### src/rtl/core/u8d_pkg.sv
package u8d_pkg;

   // Widths of the item fields.
   localparam int ByteWidth = 8;
   localparam int CpWidth   = 31;
   localparam int LeftWidth = 3;

   // Lead-byte thresholds that select the sequence length.
   localparam logic [ByteWidth-1:0] AsciiLimit = 8'h80;
   localparam logic [ByteWidth-1:0] Lead3Limit = 8'hE0;
   localparam logic [ByteWidth-1:0] Lead4Limit = 8'hF0;
   localparam logic [ByteWidth-1:0] Lead5Limit = 8'hF8;
   localparam logic [ByteWidth-1:0] Lead6Limit = 8'hFC;

   // Payload masks for lead and continuation bytes.
   localparam logic [ByteWidth-1:0] ContMask  = 8'h3F;
   localparam logic [ByteWidth-1:0] Lead2Mask = 8'h1F;
   localparam logic [ByteWidth-1:0] Lead3Mask = 8'h0F;
   localparam logic [ByteWidth-1:0] Lead4Mask = 8'h07;
   localparam logic [ByteWidth-1:0] Lead5Mask = 8'h03;
   localparam logic [ByteWidth-1:0] Lead6Mask = 8'h01;

   // Continuation counts; three or more left means a 4- to 6-byte sequence.
   localparam logic [LeftWidth-1:0] WideLeftMin = 3'd3;

   // Decoder state carried from one item to the next.
   typedef struct packed {
      logic [LeftWidth-1:0] bytes_left;
      logic [CpWidth-1:0]   partial_value;
      logic                 suppress_current;
   } dec_state_type;

   // Outcome of one decode step.
   typedef struct packed {
      logic               emit;
      logic               has_char;
      logic               last;
      logic [CpWidth-1:0] code_point;
   } dec_result_type;

endpackage

### src/rtl/core/utf8_stream_decoder.sv
// A result item goes from the input register to the result register, which drives rsp_valid.
// Throughput: one byte per cycle while no held result stalls the input; the input register
// and the result register each hold one item; the decode step between them is combinational.
// A byte that yields no item leaves the input register in the next cycle; a held result item
// keeps the next producing byte in the input register and drops req_ready until it is taken.
// Reset clears the decoder state and both stage valids, and sets wide_output to 1.
module utf8_stream_decoder (
   input  logic                          clock,
   input  logic                          reset,
   input  logic                          req_valid,
   output logic                          req_ready,
   input  logic [u8d_pkg::ByteWidth-1:0] req_text_byte,
   input  logic                          req_end_of_text,
   output logic                          rsp_valid,
   input  logic                          rsp_ready,
   output logic [u8d_pkg::CpWidth-1:0]   rsp_code_point,
   output logic                          rsp_has_char,
   output logic                          rsp_last,
   input  logic                          csr_wr_en,
   input  logic                          csr_wr_data
);
   import u8d_pkg::*;

   logic                 wide_ff, wide_in;
   logic                 in_valid_ff, in_valid_in;
   logic [ByteWidth-1:0] in_byte_ff;
   logic                 in_last_ff;
   dec_state_type        state_ff, state_in;
   logic                 out_valid_ff, out_valid_in;
   logic [CpWidth-1:0]   out_cp_ff;
   logic                 out_has_ff;
   logic                 out_last_ff;
   dec_result_type       step_result;
   logic                 advance;
   logic                 take_in;

   // Decode step for the item held in the input register.
   u8d_step u_step (
      .text_byte   (in_byte_ff),
      .end_of_text (in_last_ff),
      .wide_output (wide_ff),
      .state_cur   (state_ff),
      .state_nxt   (state_in),
      .result      (step_result)
   );

   // The held item moves on when it yields nothing or the result register is free.
   assign advance   = in_valid_ff && (!step_result.emit || !out_valid_ff || rsp_ready);
   assign req_ready = !in_valid_ff || advance;
   assign take_in   = req_valid && req_ready;

   assign in_valid_in  = take_in || (in_valid_ff && !advance);
   assign out_valid_in = (advance && step_result.emit) || (out_valid_ff && !rsp_ready);
   assign wide_in      = csr_wr_en ? csr_wr_data : wide_ff;

   // Control registers.
   always_ff @(posedge clock) begin
      if (reset) begin
         wide_ff      <= 1'b1;
         in_valid_ff  <= 1'b0;
         out_valid_ff <= 1'b0;
         state_ff     <= '0;
      end else begin
         wide_ff      <= wide_in;
         in_valid_ff  <= in_valid_in;
         out_valid_ff <= out_valid_in;
         if (advance) begin
            state_ff <= state_in;
         end
      end
   end

   // Input register payload.
   always_ff @(posedge clock) begin
      if (take_in) begin
         in_byte_ff <= req_text_byte;
         in_last_ff <= req_end_of_text;
      end
   end

   // Result register payload.
   always_ff @(posedge clock) begin
      if (advance && step_result.emit) begin
         out_cp_ff   <= step_result.code_point;
         out_has_ff  <= step_result.has_char;
         out_last_ff <= step_result.last;
      end
   end

   assign rsp_valid      = out_valid_ff;
   assign rsp_code_point = out_cp_ff;
   assign rsp_has_char   = out_has_ff;
   assign rsp_last       = out_last_ff;

endmodule

### src/rtl/core/u8d_step.sv
module u8d_step (
   input  logic [u8d_pkg::ByteWidth-1:0] text_byte,
   input  logic                          end_of_text,
   input  logic                          wide_output,
   input  u8d_pkg::dec_state_type        state_cur,
   output u8d_pkg::dec_state_type        state_nxt,
   output u8d_pkg::dec_result_type       result
);
   import u8d_pkg::*;

   logic [ByteWidth-1:0] lead_mask;
   logic [LeftWidth-1:0] lead_left;
   logic [CpWidth-1:0]   shifted;
   logic                 have;
   logic [CpWidth-1:0]   cp;
   dec_state_type        step_state;

   // Sequence length and lead payload mask from the lead byte.
   always_comb begin
      if (text_byte < Lead3Limit) begin
         lead_left = 3'd1;
         lead_mask = Lead2Mask;
      end else if (text_byte < Lead4Limit) begin
         lead_left = 3'd2;
         lead_mask = Lead3Mask;
      end else if (text_byte < Lead5Limit) begin
         lead_left = 3'd3;
         lead_mask = Lead4Mask;
      end else if (text_byte < Lead6Limit) begin
         lead_left = 3'd4;
         lead_mask = Lead5Mask;
      end else begin
         lead_left = 3'd5;
         lead_mask = Lead6Mask;
      end
   end

   // Append six payload bits of a continuation byte.
   assign shifted = {state_cur.partial_value[CpWidth-7:0], text_byte[5:0] & ContMask[5:0]};

   // One decode step: pass an ASCII byte through, or start, extend or finish a sequence.
   always_comb begin
      have       = 1'b0;
      cp         = '0;
      step_state = state_cur;
      if (state_cur.bytes_left == '0) begin
         if (text_byte < AsciiLimit) begin
            have = 1'b1;
            cp   = {{(CpWidth-ByteWidth){1'b0}}, text_byte};
         end else begin
            step_state.bytes_left       = lead_left;
            step_state.partial_value    = {{(CpWidth-ByteWidth){1'b0}}, text_byte & lead_mask};
            step_state.suppress_current = (lead_left >= WideLeftMin) && !wide_output;
         end
      end else begin
         step_state.bytes_left    = state_cur.bytes_left - 3'd1;
         step_state.partial_value = shifted;
         if (state_cur.bytes_left == 3'd1) begin
            have                        = !state_cur.suppress_current;
            cp                          = state_cur.suppress_current ? '0 : shifted;
            step_state.partial_value    = '0;
            step_state.suppress_current = 1'b0;
         end
      end
   end

   // The final byte of a text always clears the state and always yields an item.
   always_comb begin
      state_nxt = end_of_text ? '0 : step_state;
      result.emit       = have || end_of_text;
      result.has_char   = have;
      result.last       = end_of_text;
      result.code_point = cp;
   end

endmodule

### config.mk
export PLATFORM = sky130hd
export DESIGN_NAME = utf8_stream_decoder
export DESIGN_NICKNAME = d
export VERILOG_FILES = /design/src/rtl/core/u8d_pkg.sv /design/src/rtl/core/utf8_stream_decoder.sv /design/src/rtl/core/u8d_step.sv
export SDC_FILE = /design/constraint.sdc
export NUM_CORES = 1
export LEC_CHECK = 0
export BUFFER_PORTS_ARGS = -buffer_cell sky130_fd_sc_hd__clkbuf_2
export CAP_MARGIN = 25
export CORE_MARGIN = 1
export CORE_UTILIZATION = 57
export CTS_CLUSTER_SIZE = 16
export DETAILED_ROUTE_END_ITERATION = 16
export GPL_ROUTABILITY_DRIVEN = 0
export PLACE_DENSITY = 0.85
export SETUP_SLACK_MARGIN = 0.1
export SYNTH_ARGS = -nofsm -noshare
export SYNTH_HDL_FRONTEND = slang
export SYNTH_SLANG_ARGS = --single-unit
### constraint.sdc
create_clock -name clock -period 9.1 [get_ports clock]
set_clock_uncertainty 0.15 [all_clocks]
set_input_delay 1.365 -clock clock [delete_from_list [all_inputs] [get_ports clock]]
set_output_delay 1.365 -clock clock [all_outputs]
set_load 0.02 [all_outputs]
Yosys cells after proc, flatten, opt, wreduce, memory -nomap -nowiden

Cells that the tools add are included.

Output and inout port bits: 35
Input port bits: 15
Bits in registers: 74

Multiplexer cells: 19
Eq/ne operators: 2
Order comparisons: 6
Reductions and logical operators: 23
Add/sub/neg operators: 1
Bitwise operators: 1

Operators by type and width:

| operator            | count |
|---|---|
| $mux 35             | 3 |
| $mux 31             | 3 |
| $lt 8x8->1 const B  | 5 |
| $mux 32             | 1 |
| $mux 8              | 4 |
| $mux 3              | 3 |
| $and 8x8->8         | 1 |
| $logic_not 1->1     | 7 |
| $logic_and 1x1->1   | 6 |
| $logic_or 1x1->1    | 6 |
| $mux 1              | 4 |
| $eq 3x1->1 const B  | 1 |
| $ge 3x2->1 const B  | 1 |
| $logic_not 3->1     | 1 |
| $ne 3x3->1 const B  | 1 |
| $reduce_and 3->1    | 1 |
| $reduce_bool 3->1   | 1 |
| $sub 3x1->3 const B | 1 |
| $mux 2              | 1 |
| $reduce_and 2->1    | 1 |

Logic depth before layout (Yosys ltp)

Gate-level depths: netlist (run 1).

Word-level depth: 11
Depth in mapped cells: 8

Cells and area by module

Synthesis (run 1) repeated with hierarchy kept, for this count alone.

Cell total of the unflattened synthesis: 368
Area total of the unflattened synthesis: 3,997.6 um^2

Modules (own cells, without submodules):

| module              | cells each | seq. area each (um^2) | area each (um^2) | times used |
|---|---|---|---|---|
| utf8_stream_decoder | 208        | 2,021.9               | 2,987.9          | 1 |
| u8d_step            | 160        | 0.0                   | 1,009.7          | 1 |

Worst setup path before layout (run 1)

No wires, ideal clock.

Path kind: input port to flip-flop
Start point: input rsp_ready
End point: register out_cp_ff[0] (netlist: rsp_code_point[0]) (enable)
Stages on the path: 2
Arrival: 3.035 ns
Setup slack: 5.492 ns
Cell sequence: and2b_1 > nor2_1

Cells in the longest elaborated chain, start to end: 3

Ends and longest elaborated chain:

| what                 | line                      | text |
|---|---|---|
| from (decl)          | utf8_stream_decoder.sv:15 | `input logic rsp_ready,` |
| $logic_or 1x1->1     | utf8_stream_decoder.sv:48 | `assign advance = in_valid_ff && (!step_result.emit \|\| !out_valid_ff \|\| rsp_ready);` |
| $logic_and 1x1->1    | utf8_stream_decoder.sv:48 |  |
| $logic_and 1x1->1    | utf8_stream_decoder.sv:83 | `if (advance && step_result.emit) begin` |
| to (signal assigned) | utf8_stream_decoder.sv:84 | `out_cp_ff <= step_result.code_point;` |
| to (decl)            | utf8_stream_decoder.sv:30 | `logic [CpWidth-1:0] out_cp_ff;` |

Every way passes these cells.
A chain may end at the register's enable or synchronous reset.

==> results.json, run 1 <==
{
  "slew_headroom_pct": 29.4,
  "cp.required_ps": 7590,
  "crit_type": "reg -> out",
  "cp_num_buf_inv": 2,
  "peakVddDrop_mv": 0.106,
  "status": "finished, final reports clean",
  "worst_r2r_path_depth": 7,
  "htreeDepth": 3,
  "grt_usage_pct": 22.2,
  "fmax_mhz": 234,
  "synth_top_area_share_pct": 40.6,
  "timing.rr.end": "rsp_code_point[18]",
  "root_buffer": "clkbuf_8",
  "tns_ps": 0,
  "cts_tree": "done",
  "p_per_area_nw_per_um2": 188,
  "rsz0062_at_grt": "no",
  "cts.clk_slew.worst_paths_ps": 80,
  "initialDrtViolationCount": 239,
  "synthArstFlopShare_pct": 0,
  "ctsHoldBuffers": 0,
  "startpoint_type": "flop",
  "crit_arrival_ps": 2760,
  "rows": 26,
  "fillers": 378,
  "drt_pass1_iterations": 4,
  "power.total_w": 0.000671,
  "cts_resized": 0,
  "fp.coreArea_um2": 5170,
  "hold-worst-slack_ps": 312,
  "setup_viol": 0,
  "synth_common_cells": "42 x edfxtp_1, 32 x dfxtp_1, 31 x and2_1, 23 x o21ai_1, 22 x o211ai_1",
  "min_path_cells": 2,
  "overflow": 0,
  "finalMaxSlewViolations": 0,
  "cts_setup_buffers": 0,
  "synth_fp_nets": 273,
  "drc_errors": 0,
  "syn_avg_cell_area_um2": 12.2,
  "grt_max_degree": 34,
  "p_leak_nw": 1.28,
  "syn_to_final_growth_pct": 15.0,
  "cp_cell_sequence": "inv_1 -> ha_1 -> nor4b_4 -> o21bai_2 -> o211ai_1 -> clkbuf_2",
  "hold_start": "state_ff[13]",
  "synth_area_um2": 3100,
  "ys_ff_latch": 74,
  "holdPathEnd": "state_ff[19]",
  "fin_crit_sh_pct": 47.0,
  "initial_utilization_pct": 60.0,
  "wl_per_cell_um": 14.7,
  "p_int_w": 0.000512,
  "yosysMostFrequentCell": "edfxtp_1",
  "grt_pass1_wl_um": 9150,
  "yosys_most_used_dff": "edfxtp_1",
  "grt_pass1_vias": 1935,
  "fp.dieH_um": 75.8,
  "switching_share_pct": 23.8,
  "critPathCaptureType": "output pin",
  "clockPowerShare_pct": 38.0,
  "pwr-share-comb_pct": 6.9,
  "routed_wl_um": 5550,
  "hp-class": "reg -> reg",
  "r2r_start": "state_ff[32]",
  "nets": 321,
  "max_stage_delay_ps": 880,
  "seq_power_share_pct": 55.2,
  "via_per_inst": 5.66,
  "cts_buffer_depth": 2,
  "ys_seq_area_share_pct": 61.3,
  "synth_warnings": 0,
  "fp.dieW_um": 75.8,
  "p_switching_w": 0.000160,
  "antenna_found_initial": 0,
  "synth_area_leaders": "edfxtp_1 41%, dfxtp_1 21%, and2_1 6.3%",
  "syn_inst": 255,
  "dieArea_um2": 5740,
  "clock_sinks": 74,
  "yosys.area.top_type": "edfxtp_1",
  "clock_latency_ps": 350,
  "worst_path_max_delay_cell": "nor4b_4",
  "worst_pin_slew_ps": 1060,
  "period_needed_ps": 4280,
  "path_max_fanout": 26,
  "io_buffers": 49,
  "maxCapViolCount": 0,
  "drive_above_1_share_pct": 27.3,
  "n_antenna_cell": 0,
  "synth_cell_types": 46,
  "finalHoldViolations": 0,
  "rrSetupSlack_ps": 5890,
  "synth_edf_count": 42,
  "num_vias": 2138,
  "numCtsBuffers": 9,
  "dp.final_hpwl_um": 3640,
  "cp_top_family": "simple AND/OR/NAND/NOR gates",
  "ioPinCount": 50,
  "ant_nets": 0
}
==> worst max path at each step <==
| stage | depth (start not counted) | to | startpoint |
|---|---|---|---|
| 4_1_cts | 6 | req_ready | state_ff[32] |
| 3_3_place_gp | 6 | req_ready | state_ff[32] |
| 5_1_grt | 6 | req_ready | state_ff[32] |
| 3_5_place_dp | 6 | req_ready | state_ff[32] |
| 2_1_floorplan | 2 | rsp_code_point[0] | rsp_ready |
| 6_report | 6 | req_ready | state_ff[32] |
==> layout by cell type, fill, tap and decap left out, types with 2 or more instances in the layout <==
cell / instances
o21ai_1: 23
nor3_1: 2
nor3b_1: 2
o211ai_1: 22
nand4_1: 2
clkbuf_2: 49
ha_1: 3
clkbuf_8: 10
a21oi_1: 2
buf_4: 2
nand2_1: 20
inv_1: 7
dfxtp_1: 32
clkinv_2: 2
nand3_1: 3
nor2b_1: 4
a31o_2: 3
clkinvlp_4: 2
o21ai_0: 8
edfxtp_1: 42
and4_1: 5
and2_1: 31
nor2_1: 4
a211oi_1: 2
==> power groups by stage <==
stage / clock, W / combinational, W / sequential, W
detailed placement: 0 / 0.0000461 / 0.000378
finish: 0.000255 / 0.0000461 / 0.000370
global placement: 0 / 0.0000452 / 0.000378
CTS: 0.000258 / 0.0000463 / 0.000370
global route: 0.000269 / 0.0000507 / 0.000372
floorplan: 0 / 0.0000257 / 0.000384
==> area by class of cell <==
type                            instances  area (um2)  area share (%)
Clock buffer                           10         138            3.86
Clock inverter                          6        63.8            1.79
Inverter                                7        26.3           0.736
Multi-Input combinational cell        160        1090            30.6
Sequential cell                        74        1900            53.3
Tap cell                               70        87.6            2.45
Timing Repair Buffer                   51         260            7.29
==> stage by stage <==
stage	worst slack [ps]	instances	util (%)	cell area [um2]
after floorplan	5490	255	-	3100
after global placement	5420	362	65.1	3370
after detailed placement	5240	362	65.1	3370
after CTS	4840	378	69.0	3570
after global routing	4650	378	69.0	3570
final	4820	378	69.0	3570
==> cell families (layout without fill, tap and decap cells) <==
kind of cell,Yosys count,count (layout),share of synthesized area [%]
compound gates,73,73,17.5
flops,74,74,61.3
buf+inv,21,74,3.63
fa+ha+maj,3,3,1.21
mux,1,1,0.323
simple gates,83,83,16.0
==> routing by layer <==
metal	GRT usage, %	vias to the layer above	part of all wire (%)
li1	-	1037	-
met1	27.9	1016	44
met2	35.3	73	49
met3	6.35	12	4.8
met4	10.7	0	2.3
met5	0	-	0
==> flip-flops by register name, indices dropped and copies added, names as in the netlist <==
| signal | flops |
|---|---|
| in_last_ff | 1 |
| rsp_last | 1 |
| wide_ff | 1 |
| in_valid_ff | 1 |
| state_ff | 29 |
| rsp_has_char | 1 |
| rsp_code_point | 31 |
| rsp_valid | 1 |
| in_byte_ff | 8 |
==> tightest hold or removal path, delay by kind of cell, from the launching register on <==
kind	cells	cell delay, ps
flip-flops	1	320
AO/OA/AOI/OAI	1	50
AND/OR/NAND/NOR	1	60
No activity file was read; power rests on OpenSTA's default activity.
==> run 2: changes to the inputs <==
ABC_AREA = 1   (was default)
CORE_UTILIZATION = 51   (was 57)
PLACE_DENSITY = 0.81   (was 0.85)
clock period = 3.8 ns   (was 9.1 ns; I/O delays follow)
==> run 2 against run 1 <==
  * Non-clock buffer count increased by 1
  * Worst setup slack got worse by 3900 ps
  * Sequential power increased by 150%
  * Critical path type is now reg -> reg
  * Combinational power increased to 4.6 times the previous value
  * Flip-flop and latch count unchanged
  * Worst hold slack got worse by 76 ps
  * First-iteration DRC count increased by 4.6%
  * Final area increased by 4.5%
==> results.json, run 2 <==
{
  "finalHoldViolations": 0,
  "slew_headroom_pct": 50.5,
  "finalMaxSlewViolations": 0,
  "hold_start": "req_text_byte[0]",
  "syn_to_final_growth_pct": 15.4,
  "fp.dieH_um": 81.6,
  "setup_viol": 0,
  "wl_per_cell_um": 12.2,
  "cp.depth": 9,
  "cp_top_family": "buffers and inverters",
  "tns_ps": 0,
  "critPathCaptureType": "flop",
  "dp.final_hpwl_um": 3810,
  "via_per_inst": 5.05,
  "clock_latency_ps": 350,
  "numCtsBuffers": 9,
  "fin_cells": 493,
  "initial_utilization_pct": 53.6,
  "ys_ff_latch": 74,
  "grt_max_degree": 33,
  "ctsHoldBuffers": 0,
  "min_path_cells": 1,
  "final_cell_mix": "95 x nand2_1, 68 x nor2_1, 51 x inv_1, 49 x clkbuf_2, 42 x edfxtp_1",
  "ant_nets": 0,
  "synth_edf_count": 42,
  "grt_pass1_vias": 2270,
  "cts_buffer_depth": 2,
  "cts_resized": 0,
  "routed_wl_um": 6030,
  "dieArea_um2": 6650,
  "maxCapViolCount": 0,
  "synth_area_um2": 3230,
  "worst_path_max_delay_cell": "inv_1",
  "drc_errors": 0,
  "syn_avg_cell_area_um2": 8.80,
  "worst_pin_slew_ps": 742,
  "startpoint_type": "flop",
  "cts_tree": "done",
  "drt_pass1_iterations": 5,
  "ioPinCount": 50,
  "synth_fp_nets": 385,
  "hp-class": "in -> reg",
  "pre_cts_slack_ps": 905,
  "yosysMostFrequentCell": "nand2_1",
  "path_common_cell": "inv_1",
  "timing.rr.end": "rsp_code_point[10]",
  "fp.dieW_um": 81.6,
  "p_leak_nw": 1.70,
  "path_max_fanout": 28,
  "largest_reg_flops": 31,
  "peakVddDrop_mv": 0.252,
  "yosys_most_used_dff": "edfxtp_1",
  "cts_setup_buffers": 0,
  "synth_mux_area_share_pct": 0,
  "synth_top_area_share_pct": 39.1,
  "rsz0062_at_grt": "no",
  "synth_top_family_by_area": "simple AND/OR/NAND/NOR gates",
  "crit_arrival_ps": 2770,
  "fin_crit_sh_pct": 75.6,
  "r2r_start": "state_ff[32]",
  "synth_adder_area_share_pct": 1.16,
  "cp_cell_sequence": "inv_1 -> ha_1 -> inv_1 -> nand3_4 -> nand3_4 -> nand2_4 -> nand3_1 -> inv_1 -> buf_4",
  "fin_ws_ps": 928,
  "initialDrtViolationCount": 250,
  "clock_sinks": 74,
  "drive_above_1_share_pct": 18.4,
  "rows": 28,
  "yosys.area.top_type": "edfxtp_1",
  "htreeDepth": 3,
  "overflow": 0,
  "cts.clk_slew.worst_paths_ps": 80,
  "syn_inst": 367,
  "synth-compound-area-share_pct": 1.39,
  "root_buffer": "clkbuf_8",
  "max_stage_delay_ps": 560,
  "cp_num_buf_inv": 4,
  "dp_cells": 477,
  "antenna_found_initial": 0,
  "worst_r2r_path_depth": 9,
  "synth-simple-area-share_pct": 29.5,
  "n_antenna_cell": 0,
  "p_per_area_nw_per_um2": 484,
  "synthArstFlopShare_pct": 0,
  "io_buffers": 49,
  "period_needed_ps": 2870,
  "rrSetupSlack_ps": 930,
  "synth_area_leaders": "edfxtp_1 39%, dfxtp_1 20%, nand2_1 11%",
  "final_common_cell": "nand2_1",
  "grt_pass1_wl_um": 9940,
  "holdPathEnd": "in_byte_ff[0]",
  "status": "finished, final reports clean",
  "synth_cell_types": 23,
  "nets": 431,
  "fmax_mhz": 348,
  "synth_warnings": 0,
  "crit_type": "reg -> reg",
  "ys_seq_area_share_pct": 58.9,
  "synth_xor_area_share_pct": 0.271,
  "cp.required_ps": 3700,
  "synth_common_cells": "95 x nand2_1, 68 x nor2_1, 51 x inv_1, 42 x edfxtp_1, 32 x dfxtp_1",
  "grt_usage_pct": 20.5,
  "num_vias": 2489,
  "fp.coreArea_um2": 6030
}
## run 2: cell types whose count changed in the layout (fill, tap and decap cells not counted), moves of 3 or more
cell / previous run / this run
nand2_1: 20 / 95
nor2_1: 4 / 68
inv_1: 7 / 51
and2_1: 31 / 0
nand4_1: 2 / 28
o21ai_1: 23 / 0
o211ai_1: 22 / 0
nand3_1: 3 / 10
and4_1: 5 / 0
o21ai_0: 8 / 3
a21oi_1: 2 / 6
a31o_2: 3 / 0
nand3_4: 0 / 3
## run 2: power by group
group	internal, W	switching [W]	leakage [nW]	total, W
logic	0.0000652	0.000145	0.893	0.000210
registers	0.000889	0.0000191	0.689	0.000908
clock network	0.000388	0.000298	0.112	0.000686
## run 2: area by class of cell
| cell class | instances | area (um2) |
|---|---|---|
| clock buffers | 10 | 138 |
| clock inverters | 6 | 90.1 |
| fillers | 535 | 2300 |
| inverters | 51 | 191 |
| multi-input cells | 225 | 1040 |
| flip-flops and latches | 74 | 1900 |
| well taps | 75 | 93.8 |
| repair buffers | 52 | 268 |
## run 2: metrics by stage
step / utilization [%] / hold WS, ps / cell area, um2 / total power (W)
after floorplan: - / 297 / 3230 / 0.00109
after global placement: 58.1 / 329 / 3500 / 0.00113
after detailed placement: 58.1 / 334 / 3500 / 0.00113
after CTS: 61.9 / 223 / 3730 / 0.00182
after global routing: 61.9 / 212 / 3730 / 0.00188
final: 61.9 / 237 / 3730 / 0.00180
## run 2: cells by family (layout without fill, tap and decap cells)
kind of cell	Yosys count	count (layout)
AOI/OAI and AO/OA	9	9
xor gates and xnor gates	1	1
adders and majority gates	3	3
buffers and inverters	68	119
DFF	74	74
and+or+nand+nor	212	212
## run 2: metal layers
layer	track usage, %	vias up	part of all wire, %
met4	8.25	0	1.8
li1	-	1259	-
met5	0	-	0
met3	7.67	13	6.1
met2	34.4	90	50
met1	23.5	1127	42
## run 2: worst max-delay path by stage
stage	start	end	slack (ps)
finish	state_ff[32]	rsp_code_point[10]	930
global route	state_ff[32]	rsp_code_point[9]	660
CTS	state_ff[32]	rsp_code_point[9]	890
detailed placement	state_ff[32]	rsp_code_point[4]	900
global placement	state_ff[32]	rsp_code_point[3]	1040
floorplan	state_ff[32]	rsp_code_point[0]	1380
## run 2: worst register-to-register path: cells and delay by family (launching register included)
kind	cells	cell delay, ps
adder cells (fa/ha/maj)	1	170
buffers and inverters	4	1110
flip-flops	1	330
AND/OR/NAND/NOR	4	810
==> run 3: changes to the inputs <==
CORE_UTILIZATION = 56   (was 51)
PLACE_DENSITY = 0.84   (was 0.81)
clock period = 2.7 ns   (was 3.8 ns; I/O delays follow)
==> run 3 against run 2 <==
  * Die area is 8.7% lower
  * Worst setup slack lost 680 ps
  * Critical endpoint is now req_ready
  * Worst hold slack lost 170 ps
  * Non-clock buffer count rose by 2
  * Largest power group unchanged
  * Global-route usage grew 1.9 points
==> results.json, run 3 (synthesis results as in run 2) <==
{
  "dieArea_um2": 6070,
  "max_stage_delay_ps": 330,
  "grt_pass1_wl_um": 10200,
  "cts_tree": "done",
  "period_needed_ps": 2450,
  "p_per_area_nw_per_um2": 700,
  "numCtsBuffers": 9,
  "drt_pass1_iterations": 4,
  "fmax_mhz": 408,
  "path_common_cell": "inv_1",
  "clock_sinks": 74,
  "status": "finished, final reports clean",
  "finalHoldViolations": 0,
  "final_area_um2": 3760,
  "n_antenna_cell": 0,
  "grt_max_degree": 33,
  "initialDrtViolationCount": 213,
  "r2r_start": "state_ff[32]",
  "grt_pass1_vias": 2381,
  "num_vias": 2512,
  "startpoint_type": "flop",
  "crit_type": "reg -> out",
  "cts_buffer_depth": 2,
  "pwr-share-comb_pct": 11.3,
  "holdPathEnd": "in_last_ff",
  "finalMaxSlewViolations": 0,
  "overflow": 0,
  "critPathCaptureType": "output pin",
  "cp_cell_sequence": "inv_1 -> ha_1 -> inv_1 -> nor2_4 -> nand2_2 -> nand3_4 -> nand3_1 -> clkbuf_2",
  "cts.clk_slew.worst_paths_ps": 80,
  "ioPinCount": 50,
  "setup_viol": 0,
  "fin_cells": 492,
  "switching_share_pct": 24.6,
  "crit_arrival_ps": 1900,
  "hold_start": "req_end_of_text",
  "slew_headroom_pct": 60.7,
  "htreeDepth": 3,
  "io_buffers": 49,
  "antenna_found_initial": 0,
  "cp.required_ps": 2140,
  "wl_per_cell_um": 12.5,
  "final_common_cell": "nand2_1",
  "syn_to_final_growth_pct": 16.5,
  "tns_ps": 0,
  "fp.dieH_um": 77.9,
  "clock_latency_ps": 360,
  "timing.rr.end": "state_ff[2]",
  "worst_path_max_delay_cell": "dfxtp_1",
  "cts_setup_buffers": 0,
  "hold-worst-slack_ps": 65.2,
  "fin_crit_sh_pct": 90.8,
  "final_cell_mix": "95 x nand2_1, 68 x nor2_1, 51 x inv_1, 49 x clkbuf_2, 42 x edfxtp_1",
  "p_int_w": 0.00198,
  "via_per_inst": 5.11,
  "hp-class": "in -> reg",
  "fp.dieW_um": 77.9,
  "cts_resized": 0,
  "routed_wl_um": 6150,
  "worst_pin_slew_ps": 589,
  "nets": 433,
  "rrSetupSlack_ps": 340,
  "path_max_fanout": 9,
  "dp.final_hpwl_um": 4050,
  "initial_utilization_pct": 58.3,
  "min_path_cells": 1,
  "ctsHoldBuffers": 0,
  "ant_nets": 0,
  "clockPowerShare_pct": 40.1,
  "largest_reg_flops": 31,
  "p_switching_w": 0.000649,
  "drc_errors": 0,
  "dp_cells": 476,
  "peakVddDrop_mv": 0.494,
  "grt_usage_pct": 22.4,
  "fp.coreArea_um2": 5540,
  "rsz0062_at_grt": "no",
  "root_buffer": "clkbuf_8",
  "worst_r2r_path_depth": 10,
  "drive_above_1_share_pct": 18.8,
  "seq_power_share_pct": 48.6,
  "place_area_um2": 3510,
  "maxCapViolCount": 0,
  "p_leak_nw": 1.71,
  "rows": 27
}
[run 3: cell types whose count changed in the layout (fill, tap and decap cells not counted)]
cell	delta
bufinv_16	+1
clkinv_2	-1
buf_4	+2
clkinv_4	-1
clkinvlp_4	+1
[run 3: power by group through the flow]
stage / logic (W) / clock network [W] / registers (W)
after floorplan: 0.000211 / 0 / 0.00132
after global placement: 0.000286 / 0 / 0.00130
after detailed placement: 0.000295 / 0 / 0.00131
after CTS: 0.000298 / 0.00107 / 0.00128
after global routing: 0.000338 / 0.00111 / 0.00128
final: 0.000298 / 0.00105 / 0.00128
[run 3: cell type report]
cell class,instances,area [um2]
Clock inverter,6,114
Tap cell,72,90.1
Timing Repair Buffer,54,283
Sequential cell,74,1900
Fill cell,448,1780
Clock buffer,10,138
Inverter,51,191
Multi-Input combinational cell,225,1040
[run 3: routing by layer]
metal	track usage, %	part of all wire, %	vias to the layer above
met2	38.1	52	74
met3	4.94	4.7	14
met5	0	0	-
li1	-	-	1267
met4	14.4	2.6	0
met1	25.4	41	1157
[run 3: worst max-delay path by stage]
stage                 start            endpoint  slack [ps]  depth (start not counted)
2_1_floorplan  state_ff[32]   rsp_code_point[0]         280                          9
5_1_grt        state_ff[32]           req_ready         120                          8
4_1_cts        state_ff[32]           req_ready         250                          8
3_5_place_dp   state_ff[32]  rsp_code_point[22]         370                         10
6_report       state_ff[32]           req_ready         250                          8
3_3_place_gp   state_ff[32]  rsp_code_point[26]         460                         10
[run 3: stage by stage]
stage | power, W | utilization, % | setup WS [ps]
floorplan | 0.00153 | - | 283
global placement | 0.00159 | 63.4 | 462
detailed placement | 0.00160 | 63.4 | 372
CTS | 0.00265 | 67.9 | 253
global route | 0.00274 | 67.9 | 118
finish | 0.00263 | 67.9 | 250
[run 3: critical path, delay by kind of cell (launching register included)]
| kind | cells | cell delay (ps) |
|---|---|---|
| buffers and inverters | 3 | 430 |
| adders and majority gates | 1 | 170 |
| DFF | 1 | 330 |
| and+or+nand+nor | 4 | 590 |
